--- config.mk ---
export PLATFORM = sky130hd
export DESIGN_NAME = sbsr_out_stage
export DESIGN_NICKNAME = d
export VERILOG_FILES = /design/src/hw/rtl/sbsr_pkg.sv /design/src/hw/rtl/sbsr_out_stage.sv
export SDC_FILE = /design/constraint.sdc
export NUM_CORES = 1
export LEC_CHECK = 0
export BUFFER_PORTS_ARGS = -buffer_cell sky130_fd_sc_hd__buf_4
export CORE_ASPECT_RATIO = 1.5
export CORE_MARGIN = 4
export CORE_UTILIZATION = 25
export DETAILED_ROUTE_END_ITERATION = 8
export MAX_ROUTING_LAYER = met4
export PLACE_DENSITY = 0.48
export SYNTH_ARGS = -nofsm -noshare
export SYNTH_HDL_FRONTEND = slang
export SYNTH_SLANG_ARGS = --single-unit
--- constraint.sdc ---
create_clock -name clk -period 0.8 [get_ports clk]
set_input_delay 0.04 -clock clk [delete_from_list [all_inputs] [get_ports clk]]
set_output_delay 0.04 -clock clk [all_outputs]
set_load 0.01 [all_outputs]
--- src/hw/rtl/sbsr_pkg.sv ---
`default_nettype none
// ----------------------------------------------------------------------------
// sbsr_pkg
// Shared types and constants for the spectral bin shift remapper.
// ----------------------------------------------------------------------------
package sbsr_pkg;

    localparam int IDX_W      = 11;
    localparam int DATA_W     = 24;
    localparam int SCALE_W    = 15;
    localparam int LOW_W      = 11;
    localparam int FRAC_W     = 14;
    localparam int CFG_IDX_W  = 1;
    localparam int CFG_DATA_W = 15;

    localparam int DEFAULT_WINDOW_LEN = 2048;

    localparam logic [SCALE_W-1:0] ONE_Q14   = 15'd16384;
    localparam logic [SCALE_W-1:0] RND_Q14   = 15'd8192;
    localparam logic [LOW_W-1:0]   LOW_RESET = 11'd1;

    localparam logic signed [DATA_W-1:0] MIN24 = 24'sh800000;
    localparam logic signed [DATA_W-1:0] MAX24 = 24'sh7FFFFF;

    // opcodes
    localparam logic [1:0] OP_LOAD  = 2'd0;
    localparam logic [1:0] OP_SHIFT = 2'd1;
    localparam logic [1:0] OP_READ  = 2'd2;

    // register indexes
    localparam logic [CFG_IDX_W-1:0] CFG_SCALE   = 1'd0;
    localparam logic [CFG_IDX_W-1:0] CFG_LOW_BIN = 1'd1;

    typedef struct packed {
        logic [1:0]               op;
        logic [IDX_W-1:0]         bin_index;
        logic signed [DATA_W-1:0] bin_real;
        logic signed [DATA_W-1:0] bin_imag;
    } req_t;

    typedef struct packed {
        logic [IDX_W-1:0]         out_index;
        logic signed [DATA_W-1:0] out_real;
        logic signed [DATA_W-1:0] out_imag;
    } rsp_t;

endpackage
`default_nettype wire

--- src/hw/rtl/sbsr_out_stage.sv ---
`default_nettype none
// ----------------------------------------------------------------------------
// sbsr_out_stage
// Output register for readout words: applies the conjugate mirror with
// saturation and blanks reads beyond the window.
// ----------------------------------------------------------------------------
module sbsr_out_stage
(
    input  wire logic                              clk,
    input  wire logic                              rst_n,
    input  wire logic                              load,
    input  wire logic [sbsr_pkg::IDX_W-1:0]        index,
    input  wire logic signed [sbsr_pkg::DATA_W-1:0] rd_real,
    input  wire logic signed [sbsr_pkg::DATA_W-1:0] rd_imag,
    input  wire logic                              mirror,
    input  wire logic                              blank,
    output logic                                   rsp_valid,
    input  wire logic                              rsp_ready,
    output sbsr_pkg::rsp_t                         rsp
);
    import sbsr_pkg::*;

    logic                       valid_reg;
    rsp_t                       rsp_reg;
    rsp_t                       rsp_next;
    logic signed [DATA_W-1:0]   imag_neg;

    // conjugate: negation of the most negative value saturates
    assign imag_neg = (rd_imag == MIN24) ? MAX24 : -rd_imag;

    always_comb
    begin
        rsp_next.out_index = index;
        if (blank)
        begin
            rsp_next.out_real = '0;
            rsp_next.out_imag = '0;
        end
        else
        begin
            rsp_next.out_real = rd_real;
            rsp_next.out_imag = mirror ? imag_neg : rd_imag;
        end
    end

    always_ff @(posedge clk or negedge rst_n)
    begin
        if (!rst_n)
        begin
            valid_reg <= 1'b0;
        end
        else if (load)
        begin
            valid_reg <= 1'b1;
        end
        else if (rsp_ready)
        begin
            valid_reg <= 1'b0;
        end
    end

    always_ff @(posedge clk)
    begin
        if (load)
        begin
            rsp_reg <= rsp_next;
        end
    end

    assign rsp_valid = valid_reg;
    assign rsp       = rsp_reg;

endmodule
`default_nettype wire
---- Yosys cells after proc, flatten, opt, wreduce, memory -nomap -nowiden ----
Index checks and enable logic that the tools add are counted.
operators by class
  mux-type cells .......................... 4
  add/subtract/negate cells ............... 1
  equality and inequality tests ........... 1
  reductions and logical operators ........ 1
operator list
  operator                               number
  2-to-1 mux 24 bit                      2
  == test 24 bit, second input constant  1
  negation 24 bit                        1
  2-to-1 mux 1 bit                       2
  nonzero test 2 bit                     1
word-level totals
  flip-flop bits (word level) ............. 60
  output and inout bits ................... 60
  bits of input ports ..................... 65

---- Logic depth before layout (Yosys ltp) ----
Gate-level depths: netlist (run 1).
  word-level depth ........................ 3
  gate-level depth with buffers ........... 8
  depth with buffers taken out ............ 6

---- Worst setup path before layout (run 1) ----
No wires, ideal clock.
  path kind ............................... input-to-reg
  start point ............................. in rd_imag[0] (netlist bit)
  end point ............................... reg rsp_reg, in the netlist rsp[23], data pin
  setup slack ............................. -1.145 ns
  setup time .............................. 0.260 ns
  cell stages on the path ................. 7
  arrival time ............................ 1.685 ns
  cells stage by stage .................... inv_1 > ha_1 > or4b_1 > clkbuf_1 > nor4_2 > a21oi_1 > mux2_2
between the ends
  longest elaborated chain between the ends .. 3
  elaborated cells between the ends (all ways) .. 4
RTL lines
  element                                            RTL line              RTL
  start: declaration                                 sbsr_out_stage.sv:14  input wire logic signed [sbsr_pkg::DATA_W-1:0] rd_imag,
  negation 24 bit or == test 24 bit (tied branches)  sbsr_out_stage.sv:29  assign imag_neg = (rd_imag == MIN24) ? MAX24 : -rd_imag;
  2-to-1 mux 24 bit (*)                              sbsr_out_stage.sv:29
  2-to-1 mux 24 bit (*)                              sbsr_out_stage.sv:42  rsp_next.out_imag = mirror ? imag_neg : rd_imag;
  end signal: assignment                             sbsr_out_stage.sv:66  rsp_reg <= rsp_next;
  end: declaration                                   sbsr_out_stage.sv:24  rsp_t rsp_reg;
Every way passes the cells marked *; elsewhere a longest branch is shown, timed or not.
A chain may end at the register's enable or synchronous reset.

---- Worst setup path after layout (run 1) ----
  start point ............................. in rd_imag[9] (netlist bit)
  end point ............................... reg rsp_reg, in the netlist rsp[20], data pin
The elaborated chain is that of the path after synthesis.

==> out/metrics.yaml, run 1 <==
cpPeakStageDelay_ns: 0.59
synth-seq-cells: 60
antenna_found_initial: 0
yosysTopAreaCell: "edfxtp_1"
hold_class: "in2reg"
p_per_area_mw_per_mm2: 1770
hold_viol_final: 0
path_max_fanout: 5
startpoint_type: "primary input"
whs_path_depth: 2
slew_headroom_pct: 71.7
syn-num-nets: 283
drt_iter0_drc: 87
worstPathArrival_ns: 1.76
cp_cell_sequence: "buf_6 -> or4_4 -> or4_4 -> o311a_1 -> a211oi_2"
critical_path_depth: 5
final_cell_mix: "112 x buf_4, 68 x buf_6, 59 x edfxtp_1"
drv_slew: 0
cp_num_buf_inv: 1
crit_top_cell: "or4_4"
ys_warn_count: 0
clock_latency_ns: 0.31
r2r_cells: 1
max_freq_mhz: 623
yosysSeqAreaShare_pct: 63.3
rsz0062_at_grt: "true"
nets: 478
htreeDepth: 3
cp_top_family: "simple AND/OR/NAND/NOR gates"
crit_required_ns: 0.96
placementRows: 47
maxCapViolCount: 0
grt-ovfl-total: 0
wl_per_cell_um: 14.9
p_leak_nw: 2.18
slowest_stage: "or4_4"
post-route-min-period_ns: 1.60
critPathKind: "in2reg"
syn_to_final_growth_pct: 84.3
end_kind: "register"
vias_per_cell: 4.44
setup_viol: 84
fin_setup_tns_ns: -20.59
start_util_pct: 25.7
core-area_sq_mm: 0.0111
finalWirelength_mm: 8.42
multi_input_area_sq_mm: 0.00109
synth_top_area_share_pct: 62.4
tritoncts: "done"
skew_ns: 0
hpwl_mm: 6.29
cts_made_buffers: 9
setup_ws_ns: -0.804
layout_commonest_cell: "buf_4"
drive_above_1_share_pct: 55.5
grt_pass1_vias: 2523
die_h_um: 138
die_x_um: 95.0
cts.clk_slew.worst_paths_ns: 0.05
globalplace.congestion: 0.806
seq_area_sq_mm: 0.00180
largest_reg_flops: 59
fin_total_pwr_mw: 9.26
cts.path.max_buffers: 2
num_vias: 2502
ys_top_cells_by_area: "edfxtp_1 62%, nor2b_1 5.3%, a21oi_1 4.6%"
synth.cell_area_sq_mm: 0.00284
firstDrtPassIters: 4
n_fill_cell: 1039
syn_inst: 217
drc: 0
grt_use_total_pct: 12.8
grt_pass1_wl_mm: 12.5
final.period_utilization_pct: 200
status: "finished, violations left"
cts.sinks: 60
synth_cell_type_count: 43
violations: "negative setup slack"
numPortBuffers: 124
grt_max_degree: 28
clockRootBuffer: "clkbuf_16"
antenna_left: 0
io_pins: 125
fin_hold_ws_ns: 0.0119
antenna_cells: 0
tightest_slew_ns: 0.420
ir_drop_v: 0.000812
synth_area_per_cell_sq_um: 13.1
dieArea_sq_mm: 0.0132
[metrics by stage]
stage / util (%) / worst slack, ns / instance area, sq um / instances
after floorplan: - / -1.04 / 2920 / 217
after global placement: 40.2 / -1.21 / 4440 / 532
after detailed placement: 40.2 / -1.22 / 4440 / 532
after CTS: 45.8 / -0.799 / 5060 / 563
after global routing: 47.3 / -0.844 / 5230 / 563
final: 47.3 / -0.804 / 5230 / 563
[cell type report]
class	instances	area share, %
well taps	147	3.52
clock buffers	10	4.38
repair buffers	198	34.9
multi-input cells	136	20.9
flip-flops and latches	60	34.4
inverters	7	0.885
clock inverters	5	1.03
[logic make-up (layout without fill, tap and decap cells)]
| group | after synthesis | count (layout) | share of synthesized area, % |
|---|---|---|---|
| simple gates | 63 | 63 | 15.4 |
| fa+ha+maj | 1 | 1 | 0.441 |
| buf+inv | 21 | 220 | 3.13 |
| flops | 60 | 60 | 63.3 |
| xor+xnor | 13 | 13 | 4.01 |
| mux | 4 | 4 | 1.54 |
| compound gates | 55 | 55 | 12.1 |
[power breakdown]
group | switching [mW] | internal (mW)
Combinational | 0.698 | 1.05
Clock | 1.25 | 2.37
Sequential | 0.115 | 3.76
Total | 2.07 | 7.19
[per-layer routing]
| layer | vias up | wire, um | GRT usage [%] |
|---|---|---|---|
| li1 | 1219 | - | - |
| met1 | 1185 | 3110 | 12.8 |
| met2 | 87 | 4640 | 23.0 |
| met3 | 11 | 484 | 2.99 |
| met4 | 0 | 189 | 5.55 |
| met5 | - | 0 | - |
[worst paths after layout]
check | from | to | slack (ns)
hold reg to reg | rsp_valid | rsp_valid | 0.50
hold / removal | rd_real[10] | rsp[34] | 0.01
setup reg to reg | rsp_valid | rsp_valid | 0.13
min in group asynchronous | rst_n | rsp_valid | 0.04
setup / recovery | rd_imag[9] | rsp[20] | -0.80
max in group asynchronous | rst_n | rsp_valid | 0.68
[cell usage after synthesis]
| cell type | instances |
|---|---|
| inv_1 | 7 |
| a31oi_1 | 3 |
| a211oi_1 | 2 |
| a21oi_1 | 26 |
| nor4_4 | 1 |
| nand3b_1 | 1 |
| o311a_1 | 1 |
| nor4b_4 | 1 |
| nor4_1 | 4 |
| a2bb2oi_1 | 1 |
| nand2b_1 | 5 |
| buf_6 | 1 |
| buf_2 | 2 |
| mux2i_1 | 1 |
| mux2_2 | 3 |
| nor2b_1 | 24 |
| edfxtp_1 | 59 |
| or4b_1 | 1 |
| o41ai_1 | 6 |
| or4bb_1 | 1 |
| a32oi_1 | 1 |
| buf_1 | 1 |
| or4_4 | 2 |
| nand4_2 | 1 |
| nor3b_1 | 1 |
| nor2_1 | 6 |
| or2_2 | 3 |
| nor3_1 | 1 |
| a221oi_1 | 2 |
| or4_1 | 3 |
| clkbuf_1 | 10 |
| o21ai_0 | 6 |
| o31ai_1 | 4 |
| xnor2_1 | 1 |
| nand3_1 | 2 |
| ha_1 | 1 |
| nand2_1 | 3 |
| xor2_1 | 12 |
| dfrtp_1 | 1 |
| o21bai_1 | 1 |
| a21o_1 | 2 |
| nor4_2 | 1 |
| or3_1 | 2 |
[timing repair]
item,4_1_cts,5_1_grt
setup buffers,2,0
pin swaps,5,5
endpoints found under the hold margin,14,0
hold buffers,14,0
endpoints found under the setup margin,84,84
resized for setup,43,42
Note: power is estimated with default switching activity, not from simulation.
==> run 2, diff against run 1 <==
PLACE_DENSITY = 0.47   (was 0.48)
SETUP_SLACK_MARGIN = 0.15   (was not set)
clock period = 1.9 ns   (was 0.8 ns; I/O delays follow)
==> run 2 against run 1 <==
- the run now ends clean
- critical path depth rose by 3
- sequential cell count did not move
- via count fell by 4.0%
- non-clock buffer count fell by 21
- clock power fell by 57%
- cell area fell by 10%
- critical endpoint is now rsp[23]
- largest power group unchanged
==> out/metrics.yaml, run 2 (synthesis gave the netlist of run 1 again) <==
nets: 457  # -4.4%
worstPathArrival_ns: 1.76  # about the same
core-area_sq_mm: 0.0111  # unchanged
end_kind: "register"
critPathKind: "in2reg"
status: "finished clean"
firstDrtPassIters: 4  # unchanged
die_h_um: 138  # unchanged
top_usage_layer: "met2"
grt_use_met2_pct: 22.5  # -0.59 points
tritoncts: "done"
clkPwrFrac_pct: 41.1  # +1.9 points
hold_class: "in2reg"
slew_headroom_pct: 68.4  # -3.3 points
grt_use_total_pct: 12.8  # -0.049 points
hpwl_mm: 6.13  # -2.6%
grt_max_degree: 35  # +25%
clockRootBuffer: "clkbuf_16"
start_util_pct: 25.7  # unchanged
largest_reg_flops: 59  # unchanged
switchingPower_mw: 0.862  # -58%
rsz0062_at_grt: "true"
drt_iter0_drc: 61  # -30%
layout_commonest_cell: "buf_4"
final.period_utilization_pct: 89.1
seq_power_share_pct: 42.6  # +0.7 points
cts.path.max_buffers: 2  # unchanged
placementRows: 47  # unchanged
grt_pass1_wl_mm: 12.6  # +0.33%
numPortBuffers: 124  # unchanged
max_freq_mhz: 591
p_sw_share_pct: 22.8  # +0.44 points
drv_slew: 0  # unchanged
globalplace.congestion: 0.764  # -5.2%
wl_per_cell_um: 15.2  # +1.4%
skew_ns: 0  # unchanged
post-route-min-period_ns: 1.69
antenna_left: 0  # unchanged
dieArea_sq_mm: 0.0132  # unchanged
cts.sinks: 60  # unchanged
final_cell_mix: "161 x buf_4, 59 x edfxtp_1, 25 x a21oi_1"
clock_latency_ns: 0.32  # about the same
antenna_cells: 0  # unchanged
grt_pass1_vias: 2428  # -3.8%
crit_required_ns: 1.97  # +1.01 ns
grt_use_met3_pct: 2.77  # -0.22 points
num_vias: 2401  # -4.0%
grt-ovfl-total: 0  # unchanged
syn_to_final_growth_pct: 65.6
placed_cells: 513  # -3.6%
ir_drop_v: 0.000314  # -61%
hold_viol_final: 0  # unchanged
p_leak_nw: 1.96  # -10%
fin_util_pct: 42.5  # -4.8 points
p_per_area_mw_per_mm2: 805  # -55%
drive_above_1_share_pct: 50.5  # -5.0 points
path_max_fanout: 5  # unchanged
setup_viol: 0  # -100%
vias_per_cell: 4.42  # -0.50%
cts.clk_slew.worst_paths_ns: 0.05  # about the same
comb_power_share_pct: 16.3  # -2.6 points
met1_usage_pct: 13.5  # +0.61 points
post_layout_nonfiller_instances: 543  # -3.6%
finalWirelength_mm: 8.23  # -2.2%
cts_made_buffers: 9  # unchanged
die_x_um: 95.0  # unchanged
antenna_found_initial: 0  # unchanged
maxCapViolCount: 0  # unchanged
p_int_mw: 2.92  # -59%
startpoint_type: "primary input"
io_pins: 125  # unchanged
tightest_slew_ns: 0.474  # +0.0540 ns
htreeDepth: 3  # unchanged
drc: 0  # unchanged
run 2: cell types whose count changed in the layout (fill, tap and decap cells not counted), sizes merged:
cell	before	now
buf	184	165
clkinv	2	4
clkinvlp	2	1
dlygate4sd3	14	12
run 2: final timing paths:
kind                            start         to  slack, ns  depth (start not counted)
hold reg to reg             rsp_valid  rsp_valid       0.48                          1
hold / removal              rsp_ready  rsp_valid       0.06                          3
setup reg to reg            rsp_valid  rsp_valid       1.25                          1
max in group asynchronous       rst_n  rsp_valid       1.73                          2
min in group asynchronous       rst_n  rsp_valid       0.09                          2
setup / recovery           rd_imag[0]    rsp[23]       0.21                          8
run 2: repair_timing:
action / in CTS / in global routing
pin swaps: 0 / 3
resized for setup: 1 / 9
buffers inserted: 0 / 2
setup endpoints to repair: 1 / 4
endpoints found under the hold margin: 12 / 0
hold buffers: 12 / 0
run 2: layer usage:
layer | vias to the layer above | share of wire [%] | routed length [um]
li1 | 1179 | - | -
met1 | 1135 | 38 | 3120
met2 | 72 | 54 | 4470
met3 | 15 | 5.2 | 428
met4 | 0 | 2.6 | 214
met5 | - | 0 | 0
run 2: stage by stage:
step / hold slack, ns / worst slack (ns) / area (sq um) / power, mW / TNS, ns
3_5_place_dp: -0.129 / -0.176 / 4240 / 2.23 / -1.51
6_report: 0.0559 / 0.208 / 4700 / 3.78 / 0
5_1_grt: 0.0539 / 0.142 / 4700 / 3.94 / 0
2_1_floorplan: -0.201 / 0.00966 / 2890 / 1.84 / 0
4_1_cts: 0.0439 / 0.177 / 4650 / 3.82 / 0
3_3_place_gp: -0.129 / -0.144 / 4240 / 2.23 / -1.43
run 2: worst max-delay path, stage by stage:
cell,delay (ns)
buf_8,0.10
inv_4,0.05
ha_4,0.12
or4b_4,0.49
buf_6,0.15
nor4_4,0.37
a21oi_1,0.11
mux2_4,0.27
run 2: power by group through the flow:
stage | registers (mW) | clock network, mW | logic (mW)
after floorplan | 1.70 | 0 | 0.144
after global placement | 1.64 | 0 | 0.590
after detailed placement | 1.64 | 0 | 0.593
after CTS | 1.61 | 1.59 | 0.616
after global routing | 1.62 | 1.66 | 0.668
final | 1.61 | 1.56 | 0.615
run 2: layout make-up:
class	count	area (sq um)
Clock buffer	10	229
Inverter	7	31.3
Timing Repair Buffer	177	1390
Clock inverter	6	55.1
Fill cell	1084	6360
Tap cell	147	184
Sequential cell	60	1800
Multi-Input combinational cell	136	1020
==> run 3, diff against run 2 <==
BUFFER_PORTS_ARGS = -buffer_cell sky130_fd_sc_hd__buf_2   (was -buffer_cell sky130_fd_sc_hd__buf_4)
==> run 3 against run 2 <==
- clock power decreased by 3%
- via count down 0.54%
- sequential power about the same
- power down 3.6%
- count of clock-buffer cells in the layout rose by 2
- worst setup slack got worse by 0.026 ns
- cell area decreased by 6.4%
==> out/metrics.yaml, run 3 (synthesis gave the netlist of run 1 again) <==
num_vias: 2388  # -0.54%
antenna_found_initial: 0  # unchanged
cp_top_family: "simple AND/OR/NAND/NOR gates"
cts.clk_slew.worst_paths_ns: 0.05  # about the same
setup_ws_ns: 0.182  # -0.0262 ns
path_max_fanout: 5  # unchanged
grt-ovfl-total: 0  # unchanged
antenna_cells: 0  # unchanged
fin_total_pwr_mw: 3.65  # -3.6%
final_cell_mix: "122 x buf_2, 59 x edfxtp_1, 40 x buf_4"
hold_class: "in2reg"
htreeDepth: 3  # unchanged
finalWirelength_mm: 7.90  # -4.1%
cts_made_buffers: 9  # unchanged
skew_ns: 0  # unchanged
clock_latency_ns: 0.31  # about the same
cp_num_buf_inv: 3  # unchanged
place_ws_ns: -0.169  # +0.00721 ns
max_freq_mhz: 582  # -1.5%
hpwl_mm: 5.81  # -5.2%
hold_viol_final: 0  # unchanged
globalplace.congestion: 0.761  # -0.39%
n_fill_cell: 1100  # +1.5%
p_leak_nw: 1.85  # -5.4%
drc: 0  # unchanged
die_x_um: 95.0  # unchanged
grt_use_total_pct: 12.2  # -0.52 points
drv_slew: 0  # unchanged
grt_pass1_wl_mm: 12.1  # -3.9%
cp_cell_sequence: "buf_8 -> inv_4 -> ha_4 -> or4b_4 -> buf_6 -> nor4_4 -> a21oi_1 -> mux2_4"
grt_pass1_vias: 2370  # -2.4%
post_cts.repair.setup_buffers: 0  # unchanged
critPathKind: "in2reg"
drive_above_1_share_pct: 50.5  # unchanged
p_per_area_mw_per_mm2: 829  # +3.0%
worstPathArrival_ns: 1.79  # +0.03 ns
nets: 458  # +0.22%
end_kind: "register"
startpoint_type: "primary input"
syn_to_final_growth_pct: 55.0
firstDrtPassIters: 4  # unchanged
post-route-min-period_ns: 1.72  # +0.0262 ns
placementRows: 47  # unchanged
vias_per_cell: 4.40  # -0.54%
seq_area_sq_mm: 0.00180  # unchanged
cpPeakStageDelay_ns: 0.48  # about the same
cts.path.max_buffers: 2  # unchanged
antenna_left: 0  # unchanged
layout_commonest_cell: "buf_2"
io_pins: 125  # unchanged
wl_per_cell_um: 14.5  # -4.1%
die_h_um: 138  # unchanged
tightest_slew_ns: 0.388  # -0.0863 ns
clockRootBuffer: "clkbuf_16"
slew_headroom_pct: 73.8  # +5.4 points
core-area_sq_mm: 0.0111  # unchanged
slowest_stage: "or4b_4"
grt_max_degree: 61  # +74%
drt_iter0_drc: 82  # +34%
status: "finished clean"
dieArea_sq_mm: 0.0132  # unchanged
start_util_pct: 25.7  # unchanged
final.period_utilization_pct: 90.4  # +1.4 points
setup_viol: 0  # unchanged
tritoncts: "done"
crit_required_ns: 1.97  # about the same
ir_drop_v: 0.000384  # +22%
multi_input_area_sq_mm: 0.00102  # +0.61%
rsz0062_at_grt: "true"
cts.sinks: 60  # unchanged
largest_reg_flops: 59  # unchanged
maxCapViolCount: 0  # unchanged
numPortBuffers: 124  # unchanged
-- run 3: routing by layer --
layer | track usage (%) | vias up | part of all wire, % | routed length [um]
li1 | - | 1173 | - | -
met1 | 12.4 | 1135 | 37 | 2900
met2 | 21.6 | 69 | 55 | 4340
met3 | 2.93 | 11 | 5.8 | 460
met4 | 5.63 | 0 | 2.4 | 192
met5 | - | - | 0 | 0
-- run 3: final cells by class --
class / instances / area share (%)
Timing Repair Buffer: 178 / 24.7
Multi-Input combinational cell: 136 / 23.3
Clock buffer: 12 / 5.38
Tap cell: 147 / 4.18
Sequential cell: 60 / 40.8
Inverter: 7 / 0.711
Clock inverter: 3 / 0.882
-- run 3: timing repair --
action,in CTS,in global routing
gates resized for setup,0,13
hold endpoints to repair,12,0
endpoints found under the setup margin,0,21
hold buffers,12,0
-- run 3: where the power goes --
group          internal, mW  switching (mW)  total, mW
registers              1.58          0.0223       1.60
clock network          1.00           0.520       1.52
logic                 0.251           0.272      0.524
total                  2.83           0.815       3.65
-- run 3: path summary, 6_finish.rpt --
kind                       slack [ns]   endpoint  cells after the start        from
min in group asynchronous        0.10  rsp_valid                      2       rst_n
max in group asynchronous        1.72  rsp_valid                      2       rst_n
max                              0.18    rsp[23]                      8  rd_imag[0]
max reg2reg                      1.25  rsp_valid                      1   rsp_valid
min reg2reg                      0.48  rsp_valid                      1   rsp_valid
min                              0.04  rsp_valid                      3   rsp_ready
-- run 3: tightest hold or removal path: stages --
cell	delay [ns]
buf_2	0.10
inv_1	0.04
a21o_1	0.09
-- run 3: per-stage QoR --
step	instances	instance area (sq um)	TNS [ns]	hold slack, ns	utilization [%]
global placement	516	3950	-2.33	-0.130	35.7
CTS	543	4350	0	0.0295	39.3
detailed placement	516	3950	-2.72	-0.127	35.7
finish	543	4400	0	0.0440	39.8
global route	543	4400	0	0.0482	39.8
floorplan	217	2890	0	-0.201	-
